<file path="config.mk">
export PLATFORM = sky130hd
export DESIGN_NAME = cubic_curve_point_generator_unit
export DESIGN_NICKNAME = d
export VERILOG_FILES = /design/src/hdl/ccpg_pkg.sv /design/src/hdl/ccpg_regs.sv /design/src/hdl/ccpg_blend.sv /design/src/hdl/cubic_curve_point_generator_unit.sv
export SDC_FILE = /design/constraint.sdc
export NUM_CORES = 2
export LEC_CHECK = 0
export BUFFER_PORTS_ARGS = -buffer_cell sky130_fd_sc_hd__buf_4
export CORE_MARGIN = 4
export CORE_UTILIZATION = 30
export CTS_BUF_LIST = sky130_fd_sc_hd__clkbuf_8
export CTS_CLUSTER_DIAMETER = 30
export DETAILED_ROUTE_END_ITERATION = 8
export PLACE_DENSITY = 0.46
export SLEW_MARGIN = 10
export SYNTH_ARGS = -nofsm -noshare
export SYNTH_HDL_FRONTEND = slang
export SYNTH_SLANG_ARGS = --single-unit
</file>
<file path="constraint.sdc">
create_clock -name clk -period 11.8 [get_ports clk]
set_clock_uncertainty 0.2 [all_clocks]
set_input_delay 2.95 -clock clk [delete_from_list [all_inputs] [get_ports clk]]
set_output_delay 2.95 -clock clk [all_outputs]
set_load 0.01 [all_outputs]
</file>
<file path="src/hdl/ccpg_pkg.sv">
// shared constants, types and weight table for the cubic curve point generator
`timescale 1ns / 1ps

package ccpg_pkg;

  localparam int COORD_BITS   = 12;
  localparam int WEIGHT_BITS  = 9;
  localparam int ACC_BITS     = COORD_BITS + WEIGHT_BITS;
  localparam int QUOT_BITS    = ACC_BITS - 7;
  localparam int DIV_SHIFT    = QUOT_BITS + 1;
  localparam int DIV_MUL      = ((2 ** DIV_SHIFT) + 2) / 3;
  localparam int PROD_BITS    = 2 * QUOT_BITS + 1;
  localparam int SAMPLE_BITS  = 3;
  localparam int CFG_ADDR_BITS = 3;
  localparam int CFG_DATA_BITS = 32;

  typedef logic [COORD_BITS-1:0]        coord_t;
  typedef logic [3:0][COORD_BITS-1:0]   coord_quad_t;
  typedef logic [WEIGHT_BITS-1:0]       weight_t;
  typedef logic [3:0][WEIGHT_BITS-1:0]  weight_row_t;
  typedef logic [SAMPLE_BITS-1:0]       sample_t;

  typedef enum logic {
    MODE_BEZIER  = 1'b0,
    MODE_BSPLINE = 1'b1
  } curve_mode_t;

  localparam sample_t LAST_SAMPLE = sample_t'(4);

  localparam logic REG_CURVE_MODE = 1'b0;

  // weight row for one sample, all rows sum to 384, element 0 weights p0
  function automatic weight_row_t weight_row(input curve_mode_t mode, input sample_t k);
    weight_row_t w;
    w = '0;
    unique case ({mode, k})
      {MODE_BEZIER,  3'd0}: w = {9'd0,   9'd0,   9'd0,   9'd384};
      {MODE_BEZIER,  3'd1}: w = {9'd6,   9'd54,  9'd162, 9'd162};
      {MODE_BEZIER,  3'd2}: w = {9'd48,  9'd144, 9'd144, 9'd48};
      {MODE_BEZIER,  3'd3}: w = {9'd162, 9'd162, 9'd54,  9'd6};
      {MODE_BEZIER,  3'd4}: w = {9'd384, 9'd0,   9'd0,   9'd0};
      {MODE_BSPLINE, 3'd0}: w = {9'd0,   9'd64,  9'd256, 9'd64};
      {MODE_BSPLINE, 3'd1}: w = {9'd1,   9'd121, 9'd235, 9'd27};
      {MODE_BSPLINE, 3'd2}: w = {9'd8,   9'd184, 9'd184, 9'd8};
      {MODE_BSPLINE, 3'd3}: w = {9'd27,  9'd235, 9'd121, 9'd1};
      {MODE_BSPLINE, 3'd4}: w = {9'd64,  9'd256, 9'd64,  9'd0};
      default:              w = '0;
    endcase
    return w;
  endfunction

endpackage

</file>
<file path="src/hdl/ccpg_regs.sv">
// configuration register file with apb-style access
`timescale 1ns / 1ps

module ccpg_regs (
  input  logic                               clk,
  input  logic                               rst_n,
  input  logic                               cfg_psel,
  input  logic                               cfg_penable,
  input  logic                               cfg_pwrite,
  input  logic [ccpg_pkg::CFG_ADDR_BITS-1:0] cfg_paddr,
  input  logic [ccpg_pkg::CFG_DATA_BITS-1:0] cfg_pwdata,
  output logic [ccpg_pkg::CFG_DATA_BITS-1:0] cfg_prdata,
  output logic                               cfg_pready,
  output ccpg_pkg::curve_mode_t              curve_mode
);
  import ccpg_pkg::*;

  curve_mode_t mode_r;
  curve_mode_t mode_nxt;
  logic        wr_en;
  logic        reg_idx;

  assign reg_idx = cfg_paddr[CFG_ADDR_BITS-1];
  assign wr_en   = cfg_psel && cfg_penable && cfg_pwrite && cfg_pready;

  always_comb begin
    mode_nxt = mode_r;
    if (wr_en && (reg_idx == REG_CURVE_MODE)) begin
      mode_nxt = curve_mode_t'(cfg_pwdata[0]);
    end
  end

  always_ff @(posedge clk) begin
    if (!rst_n) begin
      mode_r <= MODE_BEZIER;
    end else begin
      mode_r <= mode_nxt;
    end
  end

  always_comb begin
    cfg_prdata = '0;
    if (reg_idx == REG_CURVE_MODE) begin
      cfg_prdata = {{(CFG_DATA_BITS-1){1'b0}}, mode_r};
    end
  end

  assign cfg_pready = 1'b1;
  assign curve_mode = mode_r;

endmodule

</file>
<file path="src/hdl/ccpg_blend.sv">
// weighted sum of four coordinates, then floored division by 384, two register stages
`timescale 1ns / 1ps

module ccpg_blend (
  input  logic                  clk,
  input  logic                  adv,
  input  ccpg_pkg::weight_row_t weights,
  input  ccpg_pkg::coord_quad_t coords,
  output ccpg_pkg::coord_t      point
);
  import ccpg_pkg::*;

  logic [ACC_BITS-1:0]  acc_r;
  logic [ACC_BITS-1:0]  acc_nxt;
  logic [QUOT_BITS-1:0] quot;
  logic [PROD_BITS-1:0] prod;
  coord_t               point_r;
  coord_t               point_nxt;

  always_comb begin
    acc_nxt = '0;
    for (int i = 0; i < 4; i++) begin
      acc_nxt = acc_nxt + ACC_BITS'(weights[i]) * ACC_BITS'(coords[i]);
    end
  end

  // divide by 128 with a shift, then by 3 with a reciprocal multiply
  assign quot = acc_r[ACC_BITS-1:7];
  assign prod = PROD_BITS'(quot) * PROD_BITS'(DIV_MUL);
  assign point_nxt = COORD_BITS'(prod >> DIV_SHIFT);

  always_ff @(posedge clk) begin
    if (adv) begin
      acc_r   <= acc_nxt;
      point_r <= point_nxt;
    end
  end

  assign point = point_r;

endmodule

</file>
<file path="src/hdl/cubic_curve_point_generator_unit.sv">
// top level: segment register, sample sequencer and blend pipeline
`timescale 1ns / 1ps
// Cubic curve point generator.
// Input channel (in_*): one transfer carries four control points p0..p3.
// Output channel (out_*): five transfers per segment, sample_index 0..4 for
// t = 0, 1/4, 1/2, 3/4, 1; last_point marks the fifth.
// curve_mode (apb register 0): 0 cubic bezier, 1 uniform cubic b-spline.
// Each coordinate is the weighted sum of the four control coordinates,
// divided by 384 and floored.
// The first point of a segment passes the segment register, the
// accumulator register and the point register; then one point per cycle
// leaves while out_stall is low, so a segment holds the output for its five
// points; the next segment is taken in the cycle the sequencer issues the
// fifth sample of its predecessor into the blend pipeline.
// Reset clears all valid state and sets curve_mode to bezier.
// While a point waits under out_stall the whole pipeline holds and in_stall
// stays high; otherwise in_stall is high while the segment register is busy short of its last sample.
module cubic_curve_point_generator_unit (
  input  logic                               clk,
  input  logic                               rst_n,
  input  logic                               in_valid,
  output logic                               in_stall,
  input  ccpg_pkg::coord_t                   in_p0_x,
  input  ccpg_pkg::coord_t                   in_p0_y,
  input  ccpg_pkg::coord_t                   in_p1_x,
  input  ccpg_pkg::coord_t                   in_p1_y,
  input  ccpg_pkg::coord_t                   in_p2_x,
  input  ccpg_pkg::coord_t                   in_p2_y,
  input  ccpg_pkg::coord_t                   in_p3_x,
  input  ccpg_pkg::coord_t                   in_p3_y,
  output logic                               out_valid,
  input  logic                               out_stall,
  output ccpg_pkg::coord_t                   out_point_x,
  output ccpg_pkg::coord_t                   out_point_y,
  output ccpg_pkg::sample_t                  out_sample_index,
  output logic                               out_last_point,
  input  logic                               cfg_psel,
  input  logic                               cfg_penable,
  input  logic                               cfg_pwrite,
  input  logic [ccpg_pkg::CFG_ADDR_BITS-1:0] cfg_paddr,
  input  logic [ccpg_pkg::CFG_DATA_BITS-1:0] cfg_pwdata,
  output logic [ccpg_pkg::CFG_DATA_BITS-1:0] cfg_prdata,
  output logic                               cfg_pready
);
  import ccpg_pkg::*;

  curve_mode_t curve_mode;
  logic        adv;
  logic        in_xfer;

  logic        seg_vld_r, seg_vld_nxt;
  sample_t     seg_k_r, seg_k_nxt;
  coord_quad_t xs_r, ys_r;

  logic        acc_vld_r;
  sample_t     acc_k_r;

  logic        out_vld_r;
  sample_t     out_k_r;
  weight_row_t weights;

  ccpg_regs u_regs (
    .clk        (clk),
    .rst_n      (rst_n),
    .cfg_psel   (cfg_psel),
    .cfg_penable(cfg_penable),
    .cfg_pwrite (cfg_pwrite),
    .cfg_paddr  (cfg_paddr),
    .cfg_pwdata (cfg_pwdata),
    .cfg_prdata (cfg_prdata),
    .cfg_pready (cfg_pready),
    .curve_mode (curve_mode)
  );

  assign adv      = !out_vld_r || !out_stall;
  assign in_stall = !(adv && (!seg_vld_r || (seg_k_r == LAST_SAMPLE)));
  assign in_xfer  = in_valid && !in_stall;

  // sample sequencer
  always_comb begin
    seg_vld_nxt = seg_vld_r;
    seg_k_nxt   = seg_k_r;
    if (in_xfer) begin
      seg_vld_nxt = 1'b1;
      seg_k_nxt   = '0;
    end else if (adv && seg_vld_r) begin
      if (seg_k_r == LAST_SAMPLE) begin
        seg_vld_nxt = 1'b0;
      end else begin
        seg_k_nxt = seg_k_r + sample_t'(1);
      end
    end
  end

  always_ff @(posedge clk) begin
    if (!rst_n) begin
      seg_vld_r <= 1'b0;
      seg_k_r   <= '0;
      acc_vld_r <= 1'b0;
      out_vld_r <= 1'b0;
    end else begin
      seg_vld_r <= seg_vld_nxt;
      seg_k_r   <= seg_k_nxt;
      if (adv) begin
        acc_vld_r <= seg_vld_r;
        out_vld_r <= acc_vld_r;
      end
    end
  end

  always_ff @(posedge clk) begin
    if (in_xfer) begin
      xs_r <= {in_p3_x, in_p2_x, in_p1_x, in_p0_x};
      ys_r <= {in_p3_y, in_p2_y, in_p1_y, in_p0_y};
    end
    if (adv) begin
      acc_k_r <= seg_k_r;
      out_k_r <= acc_k_r;
    end
  end

  assign weights = weight_row(curve_mode, seg_k_r);

  ccpg_blend u_blend_x (
    .clk    (clk),
    .adv    (adv),
    .weights(weights),
    .coords (xs_r),
    .point  (out_point_x)
  );

  ccpg_blend u_blend_y (
    .clk    (clk),
    .adv    (adv),
    .weights(weights),
    .coords (ys_r),
    .point  (out_point_y)
  );

  assign out_valid        = out_vld_r;
  assign out_sample_index = out_k_r;
  assign out_last_point   = (out_k_r == LAST_SAMPLE);

`ifndef ASSERT_OFF
  a_seg_index_range: assert property (@(posedge clk) disable iff (!rst_n)
    seg_vld_r |-> (seg_k_r <= LAST_SAMPLE))
    else $error("segment sample index out of range");

  a_accept_when_free: assert property (@(posedge clk) disable iff (!rst_n)
    in_xfer |-> (!seg_vld_r || (seg_k_r == LAST_SAMPLE)))
    else $error("input transfer while segment still busy");

  a_points_in_sequence: assert property (@(posedge clk) disable iff (!rst_n)
    (out_valid && !out_stall && !out_last_point) |=>
      (out_valid && (out_sample_index == $past(out_sample_index) + sample_t'(1))))
    else $error("gap or skip within a segment's points");

  a_segment_starts_at_zero: assert property (@(posedge clk) disable iff (!rst_n)
    (out_valid && !out_stall && out_last_point) |=>
      (!out_valid || (out_sample_index == '0)))
    else $error("segment did not start at sample zero");
`endif

endmodule

</file>
# --- Word-level counts from Yosys, hierarchy flattened ---
# Memory sizes are Yosys's and may differ from the RTL's.
# Index checks and enable logic that the tools add are counted.
word_totals:
  ff_bits: 175
  mem_bits_ro: 576
  out_inout_bits: 63
  elab_cells: 63
  mem_count: 1
memory_table:
  columns: ["memory", "depth", "width", "rd", "rd_clocked_by_memory_dff", "write_ports", "line_no", "rtl"]
  rows:
  - ["(name not given)", 16, 36, 1, 0, 0, "ccpg_pkg.sv:36", "unique case ({mode, k})"]
classes:
  n_addsub: 7
  n_mul: 10
  eq_ne: 2
  mux: 4
  bitwise: 3
  reduce_logical: 17
ops:
  columns: ["cell", "count"]
  rows:
  - ["$mul 9x12->21", 8]
  - ["$add 21x21->21", 6]
  - ["$mul 14x14->27 const B", 2]
  - ["$eq 3x3->1 const B", 2]
  - ["$logic_and 1x1->1", 6]
  - ["$logic_not 1->1", 4]
  - ["$mux 1", 4]
  - ["$reduce_and 2->1", 2]
  - ["$reduce_bool 2->1", 2]
  - ["$add 3x1->3 const B", 1]
  - ["$not 1->1", 3]
  - ["$logic_or 1x1->1", 2]
  - ["$reduce_or 2->1", 1]

# --- Longest topological paths before layout ---
logic_depth:
  word_depth: 6
  mapped_depth: 32
  ltp_nobuf: 29

# --- Modules after synthesis ---
# A second synthesis with hierarchy kept.
unflattened:
  cells_unflattened: 3990
  hier_area_um2: 39540.4
modules_own_cells:
  columns: ["module", "n_inst", "cells_each", "area_each_um2"]
  rows:
  - ["ccpg_blend at u_blend_y", 1, 1891, 17840.9]
  - ["ccpg_blend at u_blend_x", 1, 1881, 17767.0]
  - ["cubic_curve_point_generator_unit", 1, 178, 3617.2]
  - ["ccpg_regs", 1, 40, 315.3]

# --- Worst setup path before layout ---
# OpenSTA, ideal clock, no wires.
synth_timing:
  path_type: "reg2reg"
  startpoint: "register seg_k_r[1]"
  endpoint: "register u_blend_y.acc_r[20], data pin"
  setup_time_ns: 0.260
  arrival_time_ns: 7.849
  t_required_ns: 11.340
  setup_slack_ns: 3.491
  stages_incl_launch_ff: 31
  period_less_slack_ns: 8.309
  cell_sequence: "dfxtp_1 clkbuf_1 inv_1 ha_1 nor2b_1 clkbuf_1 nor2b_1 clkbuf_1 and2_1 fa_1 fa_1 inv_1 fa_1 inv_1 fa_1 inv_1 fa_1 inv_1 fa_1 fa_1 inv_1 fa_1 inv_1 ha_1 or3_4 o32ai_4 o21ai_2 a221oi_4 o21ai_2 a211oi_2 xnor2_1"
synth_via:
  elab_chain_len: 5
  word_cells_on_any_way: 8
  cone_classes: "add/sub (3); mul (4); memory (1)"
synth_lines:
  columns: ["item", "line_no", "rtl"]
  rows:
  - ["start: declaration", "cubic_curve_point_generator_unit.sv:52", "sample_t seg_k_r, seg_k_nxt;"]
  - ["start signal: assignment", "cubic_curve_point_generator_unit.sv:103", "seg_k_r <= seg_k_nxt;"]
  - ["$mem_v2 16x36 (*)", null, null]
  - ["$mul 9x12->21", "ccpg_blend.sv:23", "acc_nxt = acc_nxt + ACC_BITS'(weights[i]) * ACC_BITS'(coords[i]);"]
  - ["$add 21x21->21 (2 in series)", "ccpg_blend.sv:23", null]
  - ["$add 21x21->21 (*)", "ccpg_blend.sv:23", null]
  - ["via u_blend_y.acc_nxt[20]", "ccpg_blend.sv:14", "logic [ACC_BITS-1:0] acc_nxt;"]
  - ["end signal: assignment", "ccpg_blend.sv:34", "acc_r <= acc_nxt;"]
  - ["end: declaration", "ccpg_blend.sv:13", "logic [ACC_BITS-1:0] acc_r;"]
# The timed path passes the listed nets; every way through them passes the cells marked *.
# A chain may end at the register's enable or synchronous reset.

# --- Final worst setup path ---
layout_timing:
  startpoint: "register seg_k_r[0]"
  endpoint: "register u_blend_x.acc_r[20], data pin"
layout_via:
  elab_chain_len: 5
  word_cells_on_any_way: 8
  cone_classes: "add/sub (3); mul (4); memory (1)"
layout_lines:
  columns: ["item", "line_no"]
  rows:
  - ["$mem_v2 16x36 (*)", null]
  - ["$mul 9x12->21", "ccpg_blend.sv:23"]
  - ["$add 21x21->21 (2 in series)", "ccpg_blend.sv:23"]
  - ["$add 21x21->21 (*)", "ccpg_blend.sv:23"]
  - ["via u_blend_x.acc_nxt[20]", "ccpg_blend.sv:14"]
  - ["end signal: assignment", "ccpg_blend.sv:34"]
  - ["end: declaration", "ccpg_blend.sv:13"]
# Marks and branches as above.

==> flow_metrics.tcl <==
set metrics [dict create \
    status "completed" \
    maxSlewHeadroom_pct 23.04 \
    cts_hold_buf 0 \
    cp_max_fo 14 \
    fmax_mhz 97.88 \
    whs_path_depth 0 \
    yosys-top-cells-area "fa_1 44%, ha_1 14%, edfxtp_1 12%" \
    cpMaxStageDelayCell "a21oi_2" \
    via_per_inst 4.328 \
    cp_common_cell "fa_1" \
    critical_path_cell_count 27 \
    grt_pass1_vias 27710 \
    yosysWarnings 0 \
    maxCapViolations 0 \
    arrival_ns 10.37 \
    path_class "register to register" \
    async_flop_share_pct 0 \
    rsz0062_at_grt "false" \
    yosys.area.top_type "fa_1" \
    tightestPinTransition_ns 1.154 \
    critical-path-top-delay-family "adder cells" \
    clk_pin_slew_ns 0.14 \
    max-clock-path-buffers 2 \
    worst_setup_path_end_kind "register" \
    area_growth_pct 8.429 \
    die_area_sq_um 137200 \
    drv_slew 0 \
    worst_setup_path_start_kind "register" \
    setup-tns-final_ns 0 \
    drc 0 \
    synth_top_area_share_pct 44.30 \
    critPathMaxStageDelay_ns 0.89 \
    antenna_found_initial 8 \
    insertion_delay_ns 0.67 \
    synth_cell_types 60 \
    register_area_sq_um 4766 \
    grt.overflow.total 0 \
    hold_viol_final 0 \
    num-fill-cells 13580 \
    port_buffers 135 \
    period_needed_ns 10.22 \
    drtPass1Iterations 5 \
    coreArea_sq_um 130000 \
    hold_slack_ns 0.2379 \
    num_rows 132 \
    grt_max_degree 60 \
    drt_iter0_drc 1078 \
    synth-edff-count 154 \
    cts_setup_buffers 0 \
    nNetsFinal 5556 \
    wirelength_microns 102100 \
    multi_input_area_sq_um 29490 \
    htree_levels 4 \
    hpwlAfterDp_microns 85270 \
    worstPathBufferInverterCount 6 \
    cts_root_buf "clkbuf_8" \
    required_ns 11.96 \
    synth_seq_cells 161 \
    wl_per_cell_microns 17.39 \
    vias 25430 \
    grt_first_pass_wirelength_microns 164100 \
    antenna_left 0 \
    die_x_microns 370.4 \
    synth_flop_cell "edfxtp_1" \
    layout_common_cells "1201 x inv_1, 872 x fa_1, 564 x nand2_1" \
    finalCritPeriodShare_pct 86.58 \
    synthCells 4084 \
    cts_tree "done" \
    cts_resized 0 \
    pin_count 201 \
    ys_seq_area_share_pct 12.09 \
    syn_avg_cell_area_sq_um 9.650 \
    dieHeight_microns 370.4 \
    initial_utilization_pct 30.32 \
    hold_class "register to register" \
    setup_viol 0 \
    place_congestion 0.8194 \
    rr_worst_depth 27 \
    cts_buffers 17 \
    grt_util_all_layers_pct 15.81 \
    final_common_cell "inv_1" \
    cts.sinks 161 \
    synth_area_sq_um 39410 \
    layout-drive-gt1-share_pct 5.965 \
]
[cells in the mapped netlist (2+ instances only)]
| master | number |
|---|---|
| o21ai_2 | 2 |
| fa_1 | 872 |
| o2111ai_1 | 2 |
| a31o_2 | 4 |
| xor2_1 | 18 |
| o31ai_1 | 5 |
| conb_1 | 2 |
| buf_1 | 69 |
| nor3_2 | 2 |
| nor4_1 | 3 |
| buf_4 | 32 |
| nor2b_1 | 11 |
| mux2i_1 | 2 |
| xnor2_1 | 61 |
| a211oi_1 | 3 |
| nand3_1 | 12 |
| o21ai_0 | 12 |
| o31a_1 | 2 |
| and2_1 | 223 |
| o221ai_1 | 2 |
| a22o_1 | 2 |
| a21o_1 | 15 |
| o21ai_1 | 3 |
| inv_1 | 1203 |
| clkbuf_1 | 98 |
| and3_1 | 116 |
| or3_1 | 4 |
| nand2b_1 | 5 |
| edfxtp_1 | 154 |
| or2_2 | 2 |
| o22ai_1 | 3 |
| nand2_1 | 564 |
| nand4b_1 | 3 |
| a21oi_1 | 41 |
| ha_1 | 435 |
| dfxtp_1 | 7 |
| o21a_1 | 7 |
| nor3_1 | 17 |
| nor2_1 | 40 |
| nand4_1 | 6 |
[per-layer routing]
layer	global-route usage, %	wire length (microns)
met1	23.52	50930
met3	2.775	4778
met4	2.706	1135
met5	0	0
met2	24.34	45300
[final timing paths]
kind / start / to / slack (ns)
setup reg to reg: seg_k_r[0] / u_blend_x.acc_r[20] / 1.58
hold reg to reg: acc_k_r[0] / out_sample_index[0] / 0.24
setup / recovery: seg_k_r[0] / u_blend_x.acc_r[20] / 1.58
hold / removal: acc_k_r[0] / out_sample_index[0] / 0.24
[kinds of logic (layout without fill, tap and decap cells)]
| kind of cell | count (synthesis) | in the layout | synth area share, % |
|---|---|---|---|
| and+or+nand+nor | 1014 | 1014 | 12.24 |
| buffers and inverters | 1402 | 1412 | 13.66 |
| other | 2 | 41 | 0.01906 |
| muxes | 2 | 2 | 0.05080 |
| DFF | 161 | 161 | 12.09 |
| xor gates and xnor gates | 79 | 79 | 1.756 |
| AOI/OAI and AO/OA | 117 | 117 | 2.077 |
| adders and majority gates | 1307 | 1307 | 58.11 |
[per-stage QoR]
stage               util (%)  setup slack (ns)  instances  instance area [sq um]
floorplan                  -             3.491       4114                  39520
global placement       32.53             1.804       5834                  42280
detailed placement     32.53             1.609       5834                  42280
CTS                    32.86             1.511       5866                  42710
global route           32.87            0.9587       5871                  42720
finish                 32.88             1.583       5875                  42730
[cell type report]
cell class,count,share of cell area [%]
multi-input combinational,2551,69.02
sequential,161,11.15
inverter,1203,10.57
tap,1742,5.101
timing repair buffer,177,3.110
clock buffer,17,0.5476
clock inverter,15,0.4480
antenna,9,0.05271
[flip-flops by register name, indices dropped and copies added (netlist names), 3 cells and up]
signal and cells:
seg_k_r 3, u_blend_y.acc_r 14, u_blend_x.point 12, acc_k_r 3, xs_r 48, out_sample_index 3
u_blend_x.acc_r 14, ys_r 48, u_blend_y.point 12
[worst register-to-register path, delay by kind of cell (launching register included)]
kind,cells,cell delay [ns]
DFF,1,0.34
AOI/OAI and AO/OA,3,1.31
buffers and inverters,6,0.49
and+or+nand+nor,8,2.50
adders and majority gates,10,5.05
Power is left out: the tool's default activity adds up to more than one toggle a clock period on the data nets, which glitch-free logic cannot reach.
